<file path="src/bpa_pkg.sv">
package bpa_pkg;

  localparam int MAX_PAGES = 1024;
  localparam int WORD_BITS = 32;
  localparam int WORDS     = MAX_PAGES / WORD_BITS;
  localparam int PAGE_W    = $clog2(MAX_PAGES);
  localparam int CNT_W     = PAGE_W + 1;
  localparam int WORD_AW   = $clog2(WORDS);
  localparam int BIT_W     = $clog2(WORD_BITS);
  localparam int BYTES_W   = 26;
  localparam int NEED_W    = 22;
  localparam int PAD_W     = 16;
  localparam int PSIZE_W   = 17;
  localparam int QDEPTH    = 2;
  localparam int CFG_IDX_W = 3;
  localparam int CFG_DATA_W = 11;

  localparam logic [3:0] SIZE_CODES = 4'd12;
  localparam logic [3:0] BASE_SHIFT = 4'd5;

  localparam logic [2:0] ST_OK      = 3'd0;
  localparam logic [2:0] ST_EMPTY   = 3'd1;
  localparam logic [2:0] ST_NOROOM  = 3'd2;
  localparam logic [2:0] ST_NOFIT   = 3'd3;
  localparam logic [2:0] ST_BADFREE = 3'd4;

  localparam logic [1:0] FIT_BEST  = 2'd1;
  localparam logic [1:0] FIT_WORST = 2'd2;

  localparam logic [1:0] K_ALLOC = 2'd0;
  localparam logic [1:0] K_EMPTY = 2'd1;
  localparam logic [1:0] K_FREE  = 2'd2;

  localparam logic [CFG_IDX_W-1:0] CFG_PAGE_SIZE = 3'd0;
  localparam logic [CFG_IDX_W-1:0] CFG_EXTRA     = 3'd1;
  localparam logic [CFG_IDX_W-1:0] CFG_GUARD     = 3'd2;
  localparam logic [CFG_IDX_W-1:0] CFG_FIT       = 3'd3;
  localparam logic [CFG_IDX_W-1:0] CFG_EMPTY_OK  = 3'd4;
  localparam logic [CFG_IDX_W-1:0] CFG_POOL      = 3'd5;

  typedef struct packed {
    logic [3:0]       page_code;
    logic [3:0]       extra;
    logic [3:0]       guard;
    logic [1:0]       fit;
    logic             allow_empty;
    logic [CNT_W-1:0] pool;
  } cfg_t;

  typedef struct packed {
    logic [1:0]        kind;
    logic [NEED_W-1:0] need;
    logic [PAD_W-1:0]  pad;
    logic [PAGE_W-1:0] start;
  } cmd_t;

  typedef struct packed {
    logic             clearing;
    logic [CNT_W-1:0] free_cnt;
  } back_stat_t;

endpackage

</file>
<file path="src/bpa_cmd_fifo.sv">
module bpa_cmd_fifo (
  input  logic          clk,
  input  logic          rst,
  input  logic          push,
  input  bpa_pkg::cmd_t push_cmd,
  input  logic          pop,
  output bpa_pkg::cmd_t pop_cmd,
  output logic          full,
  output logic          empty
);
  import bpa_pkg::*;

  localparam int PTR_W = (QDEPTH > 1) ? $clog2(QDEPTH) : 1;

  cmd_t             mem [QDEPTH];
  logic [PTR_W-1:0] wr_ptr;
  logic [PTR_W-1:0] rd_ptr;
  logic [PTR_W:0]   count;

  assign full    = (count == (PTR_W+1)'(QDEPTH));
  assign empty   = (count == '0);
  assign pop_cmd = mem[rd_ptr];

  always_ff @(posedge clk) begin
    if (push) begin
      mem[wr_ptr] <= push_cmd;
    end
  end

  always_ff @(posedge clk) begin
    if (rst) begin
      wr_ptr <= '0;
      rd_ptr <= '0;
      count  <= '0;
    end else begin
      if (push) begin
        wr_ptr <= (wr_ptr == PTR_W'(QDEPTH-1)) ? '0 : wr_ptr + PTR_W'(1);
      end
      if (pop) begin
        rd_ptr <= (rd_ptr == PTR_W'(QDEPTH-1)) ? '0 : rd_ptr + PTR_W'(1);
      end
      if (push && !pop) begin
        count <= count + (PTR_W+1)'(1);
      end else if (pop && !push) begin
        count <= count - (PTR_W+1)'(1);
      end
    end
  end

endmodule

</file>
<file path="config.mk">
export PLATFORM = sky130hd
export DESIGN_NAME = bpa_cmd_fifo
export DESIGN_NICKNAME = d
export VERILOG_FILES = /design/src/bpa_pkg.sv /design/src/bpa_cmd_fifo.sv
export SDC_FILE = /design/constraint.sdc
export NUM_CORES = 1
export LEC_CHECK = 0
export BUFFER_PORTS_ARGS = -buffer_cell sky130_fd_sc_hd__buf_4
export CAP_MARGIN = 15
export CORE_MARGIN = 8
export CORE_UTILIZATION = 51
export CTS_CLUSTER_SIZE = 25
export DETAILED_ROUTE_END_ITERATION = 10
export GPL_ROUTABILITY_DRIVEN = 1
export PLACE_DENSITY = 0.78
export SYNTH_ARGS = -nofsm -noshare
export SYNTH_HDL_FRONTEND = slang
export SYNTH_SLANG_ARGS = --single-unit
</file>
<file path="constraint.sdc">
create_clock -name clk -period 4.3 [get_ports clk]
set_input_delay 0.215 -clock clk [delete_from_list [all_inputs] [get_ports clk]]
set_output_delay 0.215 -clock clk [all_outputs]
set_load 0.005 [all_outputs]
</file>
### Word-level counts from Yosys, hierarchy flattened

Memory sizes are Yosys's and may differ from the RTL's. A register that Yosys moved wholly into a read port is not among the register bits.
Index checks and enable logic that the tools add are counted.

* bits in latches: 0
* bits in writable memories: 100
* bits in registers: 4
* bits in read-only memories: 0
* memories kept: 1
* output and inout port bits: 52
* input port bits: 54
* logic and storage cells: 23

Memories
* mem: words 2, bits a word 50, rd ports 1, clocked after memory_dff 1, write ports 1, RTL line bpa_cmd_fifo.sv:15 `cmd_t mem [QDEPTH];`

* multiply operators: 0
* divide/modulo/power cells: 0
* bitwise gates (word level): 0
* reduce and logical (&&, ||, !) cells: 6
* order comparisons: 0
* add/subtract/negate cells: 4
* shift operators: 0
* multiplexer cells: 8
* equality and inequality tests: 1

Operator list (number)
* 1-bit two-way mux: 6
* 2-bit two-way mux: 2
* 1-bit adder, second input constant: 2
* 2-bit by 1-bit adder with 2-bit output, second input constant: 1
* 2-bit == test, second input constant: 1
* 1-bit logical AND: 2
* 1-bit logical NOT: 2
* 2-bit logical NOT: 1
* 2-bit nonzero test: 1
* 2-bit by 1-bit subtractor with 2-bit output, second input constant: 1

### Longest topological paths before layout

* word-level depth: 4
* gate-level depth with buffers: 5

### Least setup slack after synthesis

No wires, ideal clock.

* path kind: register -> register
* start point: register wr_ptr
* end point: memory mem[0][0] (netlist bit), enable pin
* path slack: 1.278 ns
* required time: 3.836 ns
* buffers on the path: 0
* cell stages (with the launch flop): 2
* arrival time: 2.558 ns
* path through: dfxtp_1 -> nor2b_1

RTL lines
* from (decl): RTL line bpa_cmd_fifo.sv:16 `logic [PTR_W-1:0] wr_ptr;`
* from (signal assigned): RTL line bpa_cmd_fifo.sv:37 `wr_ptr <= (wr_ptr == PTR_W'(QDEPTH-1)) ? '0 : wr_ptr + PTR_W'(1);`
* to (decl): RTL line bpa_cmd_fifo.sv:15

No word-level cell before the write port.

==> impl_results.md <==
* Outcome: finished clean
* Predominant post-synthesis flop cell: edfxtp_1
* R2R Setup Slk at 2520 ps
* Reg2Reg Launch Point: wr_ptr
* Yosys reg bits at 105
* Max Cap Violations at 0
* Placed Area at 4711 µm²
* Total grt overflow at 0
* Max stage delay on crit path at 690 ps
* Drt first pass iters at 4
* Final min period at 2045 ps
* Pin count of the biggest net entering global routing at 51
* Die Wd at 102.4 µm
* Crit path required time at 4090 ps
* Vias per Instance at 4.929
* Core area at 7253 µm²
* Max rail drop VDD at 0.2507 mV
* Hold EP: mem[1][17]
* Multi-input combinational cell area at 675.6 µm²
* Slowest CP cell: dfxtp_2
* P&R area growth vs syn at 29.28%
* Synth cell count leaders: 100 x edfxtp_1, 46 x mux2_2, 6 x buf_2
* Critical Path Sink Type: primary output
* Actual slew at the worst max-slew pin at 757.1 ps
* Post-Syn Area at 3804 µm²
* Cell count after synthesis at 178
* PD cells at 416.3 nW/µm²
* Lkg Pwr at 1.842 nW
* Cts bufs inserted at 9
* Initial cell density of the core at 52.44%
* Die ar. at 10480 µm²
* RSZ-0062 raised after global routing: no
* CP bufs+invs at 2
* Fill count at 521
* Yosys warns at 0
* ANT cells at 0
* Post-CTS Resized at 0
* Worst-path maximum fanout at 29
* CP top delay family: flip-flops
* Dpl hpwl at 4693 µm
* Num ports at 106
* DR iter-0 viols at 74
* Share of layout cells above drive strength 1 at 57.77%
* Async S/R FF share, synth at 0%
* Register area share after synthesis at 81.58%
* Final hold vios at 0
* Crit start category: register
* Hold path depth at 1
* Crit path DAT at 1830 ps
* Hold_sp: push_cmd[17]
* Final nets at 346
* Area leader, netlist: edfxtp_1
* Final Cell Area at 4917 µm²
* Worst reg2reg path endpoint: mem[1][32]
* First-pass GRT wire length at 10210 µm
* Setup Skew at 5.634 ps
* Final Non-Filler Cells at 395
* Yosys top cell area share at 78.95%
* Final setup fails at 0
* Fin Setup TNS at 0 ps
* Root Buffer: clkbuf_8
* Via count at 1947
* Worst r2r path cells at 2
* Synth area leaders: edfxtp_1 79%, mux2_2 14%, dfxtp_1 2.6%
* CTS tree: done
* Gr usage total at 13.41%
* Clk sinks at 105
* Residual DRC at 0
* Drt wl/cell at 17.37 µm
* Hold Slack at 39.36 ps
* Avg Cell Area, Syn at 21.37 µm²
* ANT nets after route at 0
* Total wire length after detailed routing at 6860 µm
* Reg clk slew, reported paths at 90 ps
* Highest Clock Rate at 0.4889 GHz
* Vias in the first global route at 2117
* Gp weighted congestion at 0.6994
* Die Ht at 102.4 µm
* Hold crit path type: in -> reg
* Final Max Tran Viols at 0
* Register area at 3104 µm²
* Worst slew margin at 49.42%
* Top-count cell post-synth: edfxtp_1
* Port-buffer cells at 105
* Clk buf depth at 2
* EDFF count, synth at 100
* Rows at 31
* Dpl cells at 378
* Hold buffer count at cts at 0
* Antenna violations before repair at 0
* Clock latency at the later pin of the worst-skew pair at 350 ps
* Critical Path, Cell by Cell: buf_12 > mux2_2 > buf_4
* PnR Total Power at 2.047 mW
* Post-CTS Setup Inserts at 0
* Net Count, Synth at 233
* Period utilization at 47.57%
* Netlist cell types at 16
* # H-tree levels at 3
* Crit Path Category: reg -> out
logic make-up (layout without fill, tap and decap cells):
family                     count (synthesis)  in the layout  share of synthesized area, %
AOI/OAI and AO/OA                          2              2                        0.2629
xor gates and xnor gates                   4              4                        0.9212
adders and majority gates                  1              1                        0.3289
buffers and inverters                      7            125                        0.8881
DFF                                      105            105                         81.58
muxes                                     50             50                         14.80
and+or+nand+nor                            9              9                         1.218
worst max-delay path by stage:
stage / from / cells past startpoint / to / slack [ps]
floorplan: wr_ptr / 1 / mem[0][0] / 1280
global placement: register / 2 / pop_cmd[12] / 2350
detailed placement: register / 2 / pop_cmd[12] / 2370
CTS: register / 2 / pop_cmd[12] / 1960
global route: register / 3 / pop_cmd[0] / 2130
finish: register / 3 / pop_cmd[12] / 2250
flip-flops by register name, summed over array words and instances, names as in the netlist, named ones only:
signal  flops
count       2
mem       100
rd_ptr      1
wr_ptr      1
cells in the final DEF, fill, tap and decap left out:
master,instances
buf_4,107
edfxtp_1,100
mux2_2,46
clkbuf_8,9
nor2_1,5
mux2_1,4
dfxtp_1,4
xor2_1,2
xnor2_1,2
clkbuf_1,2
inv_1,1
and2_2,1
and2b_2,1
nor2b_4,1
o21ai_0,1
or3_1,1
a21oi_1,1
ha_1,1
dfxtp_2,1
bufinv_16,1
clkinv_1,1
inv_6,1
clkinv_2,1
clkinvlp_4,1
buf_12,1
metrics by stage:
stage / setup WS [ps] / util (%)
final: 2255 / 67.79
after global routing: 2133 / 67.79
after CTS: 1955 / 67.52
after detailed placement: 2367 / 64.95
after global placement: 2347 / 64.95
after floorplan: 1278 / -
power breakdown:
group,switching [mW],internal (mW),leakage (nW)
clock network,0.303,0.269,0.0914
logic,0.104,0.157,0.770
registers,0.0244,1.19,0.980
per-layer routing:
metal	GRT usage, %	routed length (µm)
met5	0	0
met4	8.014	176
met3	4.223	476
met1	13.56	2522
met2	23.69	3684
layout make-up:
cell class                      instances  share of cell area, %
Tap cell                               99                  2.519
Timing Repair Buffer                  108                  16.74
Clock inverter                          5                  1.120
Multi-Input combinational cell         66                  13.74
Clock buffer                           11                  2.672
Sequential cell                       105                  63.13
Inverter                                1                0.07634
worst register-to-register path: stages (launching register included):
cell,delay (ps)
dfxtp_1,410
and2_2,570
buf_4,460
Note: power is estimated with default switching activity, not from simulation.
