==> src/bpa_pkg.sv <==
package bpa_pkg;

  localparam int MAX_PAGES = 1024;
  localparam int WORD_BITS = 32;
  localparam int WORDS     = MAX_PAGES / WORD_BITS;
  localparam int PAGE_W    = $clog2(MAX_PAGES);
  localparam int CNT_W     = PAGE_W + 1;
  localparam int WORD_AW   = $clog2(WORDS);
  localparam int BIT_W     = $clog2(WORD_BITS);
  localparam int BYTES_W   = 26;
  localparam int NEED_W    = 22;
  localparam int PAD_W     = 16;
  localparam int PSIZE_W   = 17;
  localparam int QDEPTH    = 2;
  localparam int CFG_IDX_W = 3;
  localparam int CFG_DATA_W = 11;

  localparam logic [3:0] SIZE_CODES = 4'd12;
  localparam logic [3:0] BASE_SHIFT = 4'd5;

  localparam logic [2:0] ST_OK      = 3'd0;
  localparam logic [2:0] ST_EMPTY   = 3'd1;
  localparam logic [2:0] ST_NOROOM  = 3'd2;
  localparam logic [2:0] ST_NOFIT   = 3'd3;
  localparam logic [2:0] ST_BADFREE = 3'd4;

  localparam logic [1:0] FIT_BEST  = 2'd1;
  localparam logic [1:0] FIT_WORST = 2'd2;

  localparam logic [1:0] K_ALLOC = 2'd0;
  localparam logic [1:0] K_EMPTY = 2'd1;
  localparam logic [1:0] K_FREE  = 2'd2;

  localparam logic [CFG_IDX_W-1:0] CFG_PAGE_SIZE = 3'd0;
  localparam logic [CFG_IDX_W-1:0] CFG_EXTRA     = 3'd1;
  localparam logic [CFG_IDX_W-1:0] CFG_GUARD     = 3'd2;
  localparam logic [CFG_IDX_W-1:0] CFG_FIT       = 3'd3;
  localparam logic [CFG_IDX_W-1:0] CFG_EMPTY_OK  = 3'd4;
  localparam logic [CFG_IDX_W-1:0] CFG_POOL      = 3'd5;

  typedef struct packed {
    logic [3:0]       page_code;
    logic [3:0]       extra;
    logic [3:0]       guard;
    logic [1:0]       fit;
    logic             allow_empty;
    logic [CNT_W-1:0] pool;
  } cfg_t;

  typedef struct packed {
    logic [1:0]        kind;
    logic [NEED_W-1:0] need;
    logic [PAD_W-1:0]  pad;
    logic [PAGE_W-1:0] start;
  } cmd_t;

  typedef struct packed {
    logic             clearing;
    logic [CNT_W-1:0] free_cnt;
  } back_stat_t;

endpackage

==> src/bpa_front.sv <==
module bpa_front (
  input  logic              s_tvalid,
  output logic              s_tready,
  input  logic [39:0]       s_tdata,
  input  logic              s_tuser,
  input  bpa_pkg::cfg_t     cfg,
  input  logic              q_full,
  input  logic              clearing,
  output logic              push,
  output bpa_pkg::cmd_t     push_cmd
);
  import bpa_pkg::*;

  logic [3:0]           shift;
  logic [4:0]           sh_amt;
  logic [PSIZE_W-1:0]   pmask;
  logic [BYTES_W:0]     sum;
  logic [BYTES_W:0]     shifted;
  logic [NEED_W-1:0]    data_pages;
  logic [PSIZE_W-1:0]   rem;
  logic [PSIZE_W-1:0]   pad_full;
  logic [BYTES_W-1:0]   bytes;

  assign bytes = s_tdata[BYTES_W-1:0];
  assign shift = (cfg.page_code >= SIZE_CODES) ? cfg.page_code - SIZE_CODES : cfg.page_code;
  // five bits: the largest page needs a shift of sixteen
  assign sh_amt = 5'(shift) + 5'(BASE_SHIFT);
  assign pmask = (PSIZE_W'(32) << shift) - PSIZE_W'(1);
  assign sum = {1'b0, bytes} + (BYTES_W+1)'(pmask);
  assign shifted = sum >> sh_amt;
  assign data_pages = shifted[NEED_W-1:0];
  assign rem = PSIZE_W'(bytes) & pmask;
  // bytes short of a whole page: (-bytes) mod page size
  assign pad_full = (~rem + PSIZE_W'(1)) & pmask;

  assign s_tready = !q_full && !clearing;
  assign push = s_tvalid && s_tready;

  always_comb begin
    push_cmd.need  = data_pages + NEED_W'(1) + NEED_W'(cfg.extra) + NEED_W'({cfg.guard, 1'b0});
    push_cmd.pad   = pad_full[PAD_W-1:0];
    push_cmd.start = s_tdata[BYTES_W+PAGE_W-1:BYTES_W];
    if (s_tuser) begin
      push_cmd.kind = K_FREE;
    end else if (data_pages == '0 && !cfg.allow_empty) begin
      push_cmd.kind = K_EMPTY;
    end else begin
      push_cmd.kind = K_ALLOC;
    end
  end

endmodule

==> config.mk <==
export PLATFORM = sky130hd
export DESIGN_NAME = bpa_front
export DESIGN_NICKNAME = d
export VERILOG_FILES = /design/src/bpa_pkg.sv /design/src/bpa_front.sv
export SDC_FILE = /design/constraint.sdc
export NUM_CORES = 1
export LEC_CHECK = 0
export ABC_AREA = 1
export BUFFER_PORTS_ARGS = -buffer_cell sky130_fd_sc_hd__buf_4
export CORE_MARGIN = 3
export CORE_UTILIZATION = 40
export DETAILED_ROUTE_END_ITERATION = 8
export GPL_TIMING_DRIVEN = 0
export PLACE_DENSITY = 0.62
export SKIP_LAST_GASP = 1
export SYNTH_ARGS = -nofsm -noshare
export SYNTH_HDL_FRONTEND = slang
export SYNTH_SLANG_ARGS = --single-unit
==> constraint.sdc <==
create_clock -name vclk -period 37.7
set_input_delay 11.31 -clock vclk [all_inputs]
set_output_delay 11.31 -clock vclk [all_outputs]
set_load 0.02 [all_outputs]
# Word level (Yosys, flattened, before mapping)
# Index checks and enable logic that the tools add are counted.
# classes
reduce_logical	7
n_lt_le_gt_ge	1
shift	2
mux	3
n_bitwise	3
n_addsub	8
# ops
op	count
$and A16 B16 Y16	2
$add A26 B17 Y27	1
$shr A27 B5 Y22	1
$add A22 B1 Y22 const B	1
$add A22 B4 Y22	1
$add A22 B5 Y22	1
$logic_not A22 Y1	1
$shl A6 B4 Y17 const A	1
$sub A17 B2 Y17 const B	1
$add A16 B1 Y16 const B	1
$not A16 Y16	1
$add A4 B3 Y5 const B	1
$ge A4 B4 Y1 const B	1
$mux W4	1
$sub A4 B4 Y4 const B	1
$logic_and A1 B1 Y1	3
$logic_not A1 Y1	3
$mux W2	1
$mux W1	1
# totals
register_bits	0
wordCells	24
inputBits	70

# Longest topological paths before layout
# Gate-level depths: netlist of the first run.
# logic_depth
depth_word	10
depth_mapped	42
ltp_nobuf	42

# Worst setup path after synthesis of the first run
# Ideal clock, no wire load.
# synth_timing
path_kind	in2out
from	input cfg[24] (netlist name)
to	output push_cmd[41] (netlist name)
path_buffers	1
required_time_ns	26.390
arrival_time_ns	16.573
path_slack_ns	9.817
path_stages	35
cell_sequence	inv_1 ha_1 clkinv_1 buf_2 nand2_1 ha_1 inv_1 nor3_1 o2111ai_1 xnor2_1 ha_1 nand2_1 inv_1 a21oi_1 nor2_1 nor2_1 nand2_1 nand2_1 nand3_1 nand3_1 nand3_1 nand2_1 nand2_1 o211ai_1 fa_1 ha_1 fa_1 a21oi_1 o21bai_1 a21o_1 a21boi_2 nand2_4 nor2_8 nand2_1 xor2_1
# synth_rtl
element	line_no	source
start: declaration	bpa_front.sv:6	input bpa_pkg::cfg_t cfg,
end: declaration	bpa_front.sv:10	output bpa_pkg::cmd_t push_cmd

==> results of run 1 <==
==> report_power, final <==
part           leakage (nW)  switching (W)  total (W)  internal (W)
logic                  2.74      0.0000828   0.000131     0.0000479
registers                 0              0          0             0
clock network             0              0          0             0
total                  2.74      0.0000828   0.000131     0.0000479
==> kinds of logic (layout without fill, tap and decap cells) <==
family,after synthesis,count (layout)
AND/OR/NAND/NOR,518,518
buffers and inverters,155,249
adder cells (fa/ha/maj),28,28
XOR/XNOR,31,31
AO/OA/AOI/OAI,46,46
==> layer usage <==
layer  part of all wire  vias to the layer above
li1                   -                     2663
met1               0.49                     2307
met2               0.43                      206
met3              0.075                       12
met4              0.011                        0
met5                  0                        -
==> through the flow <==
step	util	instance area [sq um]
floorplan	-	3980
global placement	0.512	4840
detailed placement	0.512	4840
CTS	0.512	4840
global route	0.512	4840
finish	0.512	4840
==> worst paths after layout <==
kind / from / end / slack, ps / cells past startpoint
worst min-delay path: s_tdata[34] / push_cmd[8] / 22820 / 2
worst max-delay path: cfg[24] / push_cmd[41] / 8330 / 37
==> cell usage after synthesis (all sizes together) <==
| master | count | area share |
|---|---|---|
| ha | 24 | 0.076 |
| nor4 | 2 | 0.0031 |
| a21oi | 18 | 0.023 |
| buf | 26 | 0.039 |
| nand3 | 139 | 0.19 |
| o31ai | 1 | 0.0019 |
| o21ai | 15 | 0.020 |
| nand2 | 256 | 0.26 |
| a211oi | 1 | 0.0019 |
| xnor2 | 4 | 0.0088 |
| fa | 4 | 0.020 |
| and2 | 4 | 0.0063 |
| nor3b | 1 | 0.0019 |
| o21bai | 1 | 0.0019 |
| o211ai | 3 | 0.0057 |
| clkinv | 6 | 0.0057 |
| xor2 | 27 | 0.059 |
| nor2 | 82 | 0.10 |
| a21boi | 2 | 0.0047 |
| o2111ai | 3 | 0.0066 |
| a31oi | 1 | 0.0016 |
| nor3 | 16 | 0.021 |
| nand3b | 2 | 0.0038 |
| or2 | 1 | 0.0016 |
| and3 | 1 | 0.0016 |
| clkbuf | 3 | 0.0028 |
| a21o | 1 | 0.0019 |
| inv | 120 | 0.11 |
| nand4 | 14 | 0.022 |
==> layout make-up <==
type	count	area, sq um
inverters	126	473
repair buffers	94	706
plain buffers	29	166
fillers	1079	4620
well taps	129	161
multi-input cells	623	3340
==> flow_metrics.py, run 1 <==
metrics = {
    "placement": {
        "buffer_ports.inserted": 94,
        "finalWeightedCongestion": 0.996,
        "pre_cts_slack_ps": 8520,
        "post-dp-hpwl_mm": 12.6,
        "instance_count_after_placement_with_tap_cells_included": 1001,
    },
    "worst_setup_path": {
        "cp_max_fo": 10,
        "crit_path_start_kind": "input pin",
        "cp_slowest_stage_delay_ps": 500,
        "crit_type": "input pin to output pin",
        "cp.arrival_ps": 18060,
        "most_common_cell_type_on_the_critical_path": "sky130_fd_sc_hd__nand2_1",
        "critPathTopFamily": "adder cells",
        "critical_path.endpoint_type": "output pin",
        "critPathSlowestCell": "sky130_fd_sc_hd__fa_1",
        "worst-path-buf-inv": 7,
        "cp.required_ps": 26390,
    },
    "die": {
        "fp.dieArea_sq_mm": 0.0112,
        "fp.dieW_um": 106,
        "core-area_sq_mm": 0.00946,
        "io_pins": 122,
        "die-height_um": 106,
        "floorplan.initialDensity": 0.420,
        "rows": 35,
    },
    "cts": {
        "cts-resized-gates": 0,
        "cts_hold_repair.buffers": 0,
        "postCtsSetupBuffers": 0,
    },
    "cells_and_area": {
        "fraction_of_final_layout_cells_with_drive_strength_greater_than_1": 0.203,
        "seqCellArea_sq_um": 0,
        "antenna-diode-count": 0,
        "fin_cells": 1001,
        "area_growth_syn_to_layout_pct": 21.8,
        "numSequentialCells": 0,
        "final_nets": 972,
        "nClkBuffers": 0,
        "mostFrequentLayoutCells": "237 x sky130_fd_sc_hd__nand2_1, 132 x sky130_fd_sc_hd__nand3_1, 106 x sky130_fd_sc_hd__buf_4",
        "layout_commonest_cell": "sky130_fd_sc_hd__nand2_1",
    },
    "timing": {
        "grt_setup_unrepaired": "false",
        "timing.final.crit_share": 0.779,
        "fmax_mhz": 34.0,
        "count_of_endpoints_failing_hold_in_the_final_timing_report": 0,
        "period_needed_ps": 29370,
        "timing.final.setup_violations": 0,
        "tightestPinTransition_ps": 609,
        "final_worst_setup_slack_ps": 8330,
        "timing.max_slew.rel_slack": 0.592,
        "final-max-slew-violation-count": 0,
        "timing.setup.tns_ps": 0,
        "fin_hold_ws_ps": 22820,
    },
    "power_and_ir_drop": {
        "post_layout_total_power_w": 0.000131,
        "p_leak_nw": 2.74,
        "power_per_cell_area_mw_per_mm2": 27.0,
        "worst_ir_drop_vdd_uv": 17.5,
    },
    "global_routing": {
        "grt_antenna_before_repair": 0,
        "globalRouteMet1Util": 0.381,
        "gr-usage-all-layers": 0.250,
        "grt-ovfl-total": 0,
        "gr-usage-met2": 0.398,
        "groute.layer.met3.usage": 0.0104,
        "global_route_layer_with_the_greatest_usage": "met2",
        "first_global_vias": 4855,
        "first_pass_grt_wire_length_mm": 23.4,
        "largest_net_degree_at_the_start_of_global_routing": 11,
    },
    "route": {
        "vias": 5188,
        "vias_per_cell": 5.18,
        "remaining_drc_errors": 0,
        "routed_wire_length_per_instance_um": 14.2,
        "ant_nets": 0,
        "detail_route.first_pass.iterations": 5,
        "wirelength_mm": 14.2,
        "drtIter0Drc": 378,
    },
    "synth": {
        "synthesis.instances": 778,
        "ys_warns": 0,
        "post_synth_and_or_nand_nor_area_fraction": 0.607,
        "syn-num-nets": 876,
        "avgSynthCellArea_sq_um": 5.11,
        "part_of_the_yosys_area_used_for_sequential_elements": 0,
        "number_of_distinct_library_cell_variants_in_the_gate_level_netlist_after_synthesis": 44,
        "synth_xor_area_frac": 0.0683,
        "synth_compound_area_frac": 0.0686,
        "mappedNetlistArea_sq_mm": 0.00398,
        "post_synthesis_share_of_cell_area_spent_on_full_adders_half_adders_and_majority_gates": 0.0957,
        "synthMuxAreaShare": 0,
        "synth_top_family_by_area": "simple AND/OR/NAND/NOR gates",
    },
    "run_status": {
        "outcome": "finished clean",
    },
    "flow_run": {
        "timing.max_cap.violations": 0,
    },
    "worst_hold_path": {
        "hold_class": "input pin to output pin",
    },
}
Power figures use the tool's default switching activity.
==> run 2, diff against run 1 <==
--- a/config.mk
+++ b/config.mk
@@ -11,7 +11,7 @@
 export CORE_UTILIZATION = 40
 export DETAILED_ROUTE_END_ITERATION = 8
 export GPL_TIMING_DRIVEN = 0
-export PLACE_DENSITY = 0.62
+export PLACE_DENSITY = 0.64
 export SKIP_LAST_GASP = 1
 export SYNTH_ARGS = -nofsm -noshare
 export SYNTH_HDL_FRONTEND = slang
==> constraint.sdc (replaced) <==
create_clock -name vclk -period 26.5
set_input_delay 7.95 -clock vclk [all_inputs]
set_output_delay 7.95 -clock vclk [all_outputs]
set_load 0.02 [all_outputs]
==> run 2 against run 1 <==
Effect of this change:
- core utilization did not move
- hold slack got worse by 6700 ps
- combinational power rose by 42%
- routed wire length fell by 1.1%
- via count is 0.15% lower
- sequential share of layout area unchanged
- setup slack lost 4500 ps
- total power rose by 42%
- critical path type unchanged
- highest routed layer unchanged
==> flow_metrics.py, run 2 (synthesized netlist as in run 1, its figures left out) <==
metrics = {
    "cells_and_area": {
        "fin_cells": 1001,
        "mostFrequentLayoutCells": "237 x sky130_fd_sc_hd__nand2_1, 132 x sky130_fd_sc_hd__nand3_1, 106 x sky130_fd_sc_hd__buf_4",
        "final_nets": 972,
        "final_core_util": 0.512,
        "fraction_of_final_layout_cells_with_drive_strength_greater_than_1": 0.203,
        "seqCellArea_sq_um": 0,
        "area_growth_syn_to_layout_pct": 21.8,
        "nClkBuffers": 0,
        "fillers": 1054,
        "numSequentialCells": 0,
        "finish.instance_area_sq_mm": 0.00484,
        "antenna-diode-count": 0,
        "layout_commonest_cell": "sky130_fd_sc_hd__nand2_1",
    },
    "timing": {
        "fmax_mhz": 44.0,
        "timing.setup.tns_ps": 0,
        "timing.final.setup_violations": 0,
        "count_of_endpoints_failing_hold_in_the_final_timing_report": 0,
        "tightestPinTransition_ps": 623,
        "timing.max_slew.rel_slack": 0.583,
        "final-max-slew-violation-count": 0,
        "grt_setup_unrepaired": "false",
        "period_needed_ps": 22720,
        "timing.final.crit_share": 0.857,
    },
    "power_and_ir_drop": {
        "p_leak_nw": 2.74,
        "power_per_cell_area_mw_per_mm2": 38.4,
        "post_layout_total_power_w": 0.000186,
        "worst_ir_drop_vdd_uv": 36.5,
    },
    "route": {
        "drtIter0Drc": 336,
        "routed_wire_length_per_instance_um": 14.1,
        "vias": 5180,
        "wirelength_mm": 14.1,
        "remaining_drc_errors": 0,
        "detail_route.first_pass.iterations": 5,
        "vias_per_cell": 5.17,
        "ant_nets": 0,
    },
    "die": {
        "die-height_um": 106,
        "core-area_sq_mm": 0.00946,
        "io_pins": 122,
        "floorplan.initialDensity": 0.420,
        "rows": 35,
        "fp.dieArea_sq_mm": 0.0112,
        "fp.dieW_um": 106,
    },
    "worst_setup_path": {
        "crit_type": "input pin to output pin",
        "cp.required_ps": 18550,
        "crit_path_start_kind": "input pin",
        "critical_path.endpoint_type": "output pin",
        "critPathSlowestCell": "sky130_fd_sc_hd__fa_1",
        "cp_max_fo": 10,
        "cp_slowest_stage_delay_ps": 500,
        "cp.arrival_ps": 14770,
        "most_common_cell_type_on_the_critical_path": "sky130_fd_sc_hd__nand2_1",
    },
    "flow_run": {
        "timing.max_cap.violations": 0,
    },
    "global_routing": {
        "grt-ovfl-total": 0,
        "largest_net_degree_at_the_start_of_global_routing": 11,
        "first_global_vias": 4867,
        "grt_antenna_before_repair": 0,
        "gr-usage-all-layers": 0.247,
        "first_pass_grt_wire_length_mm": 23.0,
    },
    "worst_hold_path": {
        "worst_hold_endpoint": "push_cmd[3]",
        "hp-start": "s_tdata[29]",
        "worstHoldPathCells": 2,
        "hold_class": "input pin to output pin",
    },
    "cts": {
        "cts-resized-gates": 0,
        "cts_hold_repair.buffers": 0,
        "postCtsSetupBuffers": 0,
    },
    "placement": {
        "buffer_ports.inserted": 94,
        "instance_count_after_placement_with_tap_cells_included": 1001,
        "post-dp-hpwl_mm": 12.4,
        "finalWeightedCongestion": 1.04,
        "placed_area_sq_mm": 0.00484,
    },
    "run_status": {
        "outcome": "finished clean",
    },
}
## run 2: cell counts in the layout (fill, tap and decap cells not counted)
Identical to the previous run, type by type.
## run 2: layer usage
metal / up-vias / share of wire / routed length (um) / GRT usage
met3: 7 / 0.068 / 956 / 0.0110
met5: - / 0 / 0 / 0
met2: 196 / 0.44 / 6210 / 0.406
li1: 2665 / - / - / -
met4: 0 / 0.0056 / 79 / 0.0194
met1: 2312 / 0.48 / 6820 / 0.369
## run 2: worst max path at each step
stage                  from            to  slack [ps]  cells after the start
finish              cfg[24]  push_cmd[41]        3780                     37
global route        cfg[24]  push_cmd[43]        3340                     37
CTS                 cfg[24]  push_cmd[41]        3910                     37
detailed placement  cfg[24]  push_cmd[41]        3950                     37
global placement    cfg[24]  push_cmd[41]        3990                     37
floorplan           cfg[24]  push_cmd[41]        5340                     35
## run 2: report_power, final
group	leakage, nW	internal, W	switching [W]
clock	0	0	0
sequential	0	0	0
combinational	2.74	0.0000680	0.000118
total	2.74	0.0000680	0.000118
## run 2: stage by stage
step | hold WS (ps) | setup WS, ps
6_report | 16100 | 3780
5_1_grt | 16100 | 3340
4_1_cts | 16100 | 3910
3_5_place_dp | 16100 | 3950
3_3_place_gp | 16100 | 3990
2_1_floorplan | 15970 | 5340
## run 2: layout make-up
cell class | count | area (sq um) | share of cell area
repair buffers | 94 | 706 | 0.146
well taps | 129 | 161 | 0.0333
inverters | 126 | 473 | 0.0976
plain buffers | 29 | 166 | 0.0344
multi-input cells | 623 | 3340 | 0.689
## run 2: worst max-delay path, delay by kind of cell
family | cells | cell delay [ps]
adders and majority gates | 6 | 2030
and+or+nand+nor | 15 | 1870
AOI/OAI and AO/OA | 7 | 1280
buffers and inverters | 7 | 1150
xor gates and xnor gates | 2 | 490
==> run 3, diff against run 2 <==
--- a/config.mk
+++ b/config.mk
@@ -8,10 +8,10 @@
 export ABC_AREA = 1
 export BUFFER_PORTS_ARGS = -buffer_cell sky130_fd_sc_hd__buf_4
 export CORE_MARGIN = 3
-export CORE_UTILIZATION = 40
+export CORE_UTILIZATION = 50
 export DETAILED_ROUTE_END_ITERATION = 8
 export GPL_TIMING_DRIVEN = 0
-export PLACE_DENSITY = 0.64
+export PLACE_DENSITY = 0.78
 export SKIP_LAST_GASP = 1
 export SYNTH_ARGS = -nofsm -noshare
 export SYNTH_HDL_FRONTEND = slang
==> run 3 against run 2 <==
Effect of this change:
- global-route usage rose by 5.5 points
- hold slack unchanged
- fmax up 0.52%
- final area is 0.78% lower
- combinational power barely moved
- via count rose by 2.5%
- total power grew 0.31%
- first-iteration DRC count up 28%
- routed wire length down 1.4%
==> flow_metrics.py, run 3 (synthesized netlist as in run 1, its figures left out) <==
metrics = {
    "cells_and_area": {
        "seqCellArea_sq_um": 0,
        "final_nets": 972,
        "fraction_of_final_layout_cells_with_drive_strength_greater_than_1": 0.203,
        "finish.instance_area_sq_mm": 0.00481,
        "nClkBuffers": 0,
        "layout_commonest_cell": "sky130_fd_sc_hd__nand2_1",
        "mostFrequentLayoutCells": "237 x sky130_fd_sc_hd__nand2_1, 132 x sky130_fd_sc_hd__nand3_1, 106 x sky130_fd_sc_hd__buf_4",
        "antenna-diode-count": 0,
        "multi_input_comb_area_sq_mm": 0.00334,
        "area_growth_syn_to_layout_pct": 20.9,
        "numSequentialCells": 0,
        "fillers": 766,
    },
    "worst_setup_path": {
        "crit_path_start_kind": "input pin",
        "crit_type": "input pin to output pin",
        "cp.arrival_ps": 14650,
        "cp_max_fo": 10,
        "cp_slowest_stage_delay_ps": 490,
        "cp.required_ps": 18550,
        "most_common_cell_type_on_the_critical_path": "sky130_fd_sc_hd__nand2_1",
        "critPathSlowestCell": "sky130_fd_sc_hd__fa_1",
        "critical_path.endpoint_type": "output pin",
    },
    "route": {
        "routed_wire_length_per_instance_um": 14.3,
        "remaining_drc_errors": 0,
        "drtIter0Drc": 430,
        "wirelength_mm": 13.9,
        "detail_route.first_pass.iterations": 6,
        "vias": 5309,
        "vias_per_cell": 5.47,
        "ant_nets": 0,
    },
    "timing": {
        "fin_hold_ws_ps": 16100,
        "tightestPinTransition_ps": 574,
        "timing.max_slew.rel_slack": 0.615,
        "grt_setup_unrepaired": "false",
        "count_of_endpoints_failing_hold_in_the_final_timing_report": 0,
        "final_worst_setup_slack_ps": 3900,
        "timing.final.setup_violations": 0,
        "timing.final.crit_share": 0.853,
        "timing.setup.tns_ps": 0,
        "fmax_mhz": 44.2,
        "period_needed_ps": 22600,
        "final-max-slew-violation-count": 0,
    },
    "global_routing": {
        "first_pass_grt_wire_length_mm": 22.3,
        "grt-ovfl-total": 0,
        "largest_net_degree_at_the_start_of_global_routing": 11,
        "first_global_vias": 4823,
        "grt_antenna_before_repair": 0,
        "gr-usage-all-layers": 0.301,
    },
    "placement": {
        "post-dp-hpwl_mm": 12.1,
        "buffer_ports.inserted": 94,
        "pre_cts_slack_ps": 4070,
        "finalWeightedCongestion": 0.972,
        "placed_area_sq_mm": 0.00481,
    },
    "die": {
        "io_pins": 122,
        "floorplan.initialDensity": 0.531,
        "fp.dieW_um": 95.2,
        "die-height_um": 95.2,
        "fp.dieArea_sq_mm": 0.00906,
        "core-area_sq_mm": 0.00749,
        "rows": 31,
    },
    "power_and_ir_drop": {
        "p_clk_frac": 0,
        "seq_power_share": 0,
        "p_leak_nw": 2.74,
        "cell_internal_pwr_w": 0.0000683,
        "power.share.combinational": 1.000,
        "netSwitchingPower_w": 0.000118,
        "power_switching_share": 0.634,
        "worst_ir_drop_vdd_uv": 27.8,
        "power_per_cell_area_mw_per_mm2": 38.8,
    },
    "cts": {
        "cts_hold_repair.buffers": 0,
        "postCtsSetupBuffers": 0,
        "cts-resized-gates": 0,
    },
    "worst_hold_path": {
        "hold_class": "input pin to output pin",
    },
    "run_status": {
        "outcome": "finished clean",
    },
    "flow_run": {
        "timing.max_cap.violations": 0,
    },
}
==> run 3: cell counts in the layout (fill, tap and decap cells not counted) <==
No cell type changed its count.
==> run 3: path summary, 6_finish.rpt <==
path                         from            to  slack, ps  depth (start not counted)
worst min-delay path  s_tdata[31]   push_cmd[5]      16100                          2
worst max-delay path      cfg[24]  push_cmd[41]       3900                         37
==> run 3: through the flow <==
stage               utilization  total power (W)  cells
floorplan                     -         0.000126    778
global placement          0.642         0.000180    971
detailed placement        0.642         0.000184    971
CTS                       0.642         0.000184    971
global route              0.642         0.000204    971
finish                    0.642         0.000186    971
==> run 3: power groups by stage <==
| stage | combinational (W) | sequential, W | clock [W] |
|---|---|---|---|
| floorplan | 0.000126 | 0 | 0 |
| global placement | 0.000180 | 0 | 0 |
| detailed placement | 0.000184 | 0 | 0 |
| CTS | 0.000184 | 0 | 0 |
| global route | 0.000204 | 0 | 0 |
| finish | 0.000186 | 0 | 0 |
==> run 3: routing by layer <==
metal	GRT usage	part of all wire	routed length [um]
met2	0.482	0.44	6060
met4	0.0745	0.024	337
met1	0.423	0.44	6120
met5	0	0	0
met3	0.0418	0.097	1350
==> run 3: layout make-up <==
| class | instances | share of cell area |
|---|---|---|
| Tap cell | 99 | 0.0258 |
| Multi-Input combinational cell | 623 | 0.694 |
| Inverter | 126 | 0.0984 |
| Buffer | 29 | 0.0346 |
| Timing Repair Buffer | 94 | 0.147 |
==> run 3: critical path, delay by kind of cell <==
family                   cells  cell delay (ps)
AO/OA/AOI/OAI                7             1280
AND/OR/NAND/NOR             15             1860
buffers and inverters        7             1160
XOR/XNOR                     2              390
adder cells (fa/ha/maj)      6             2030
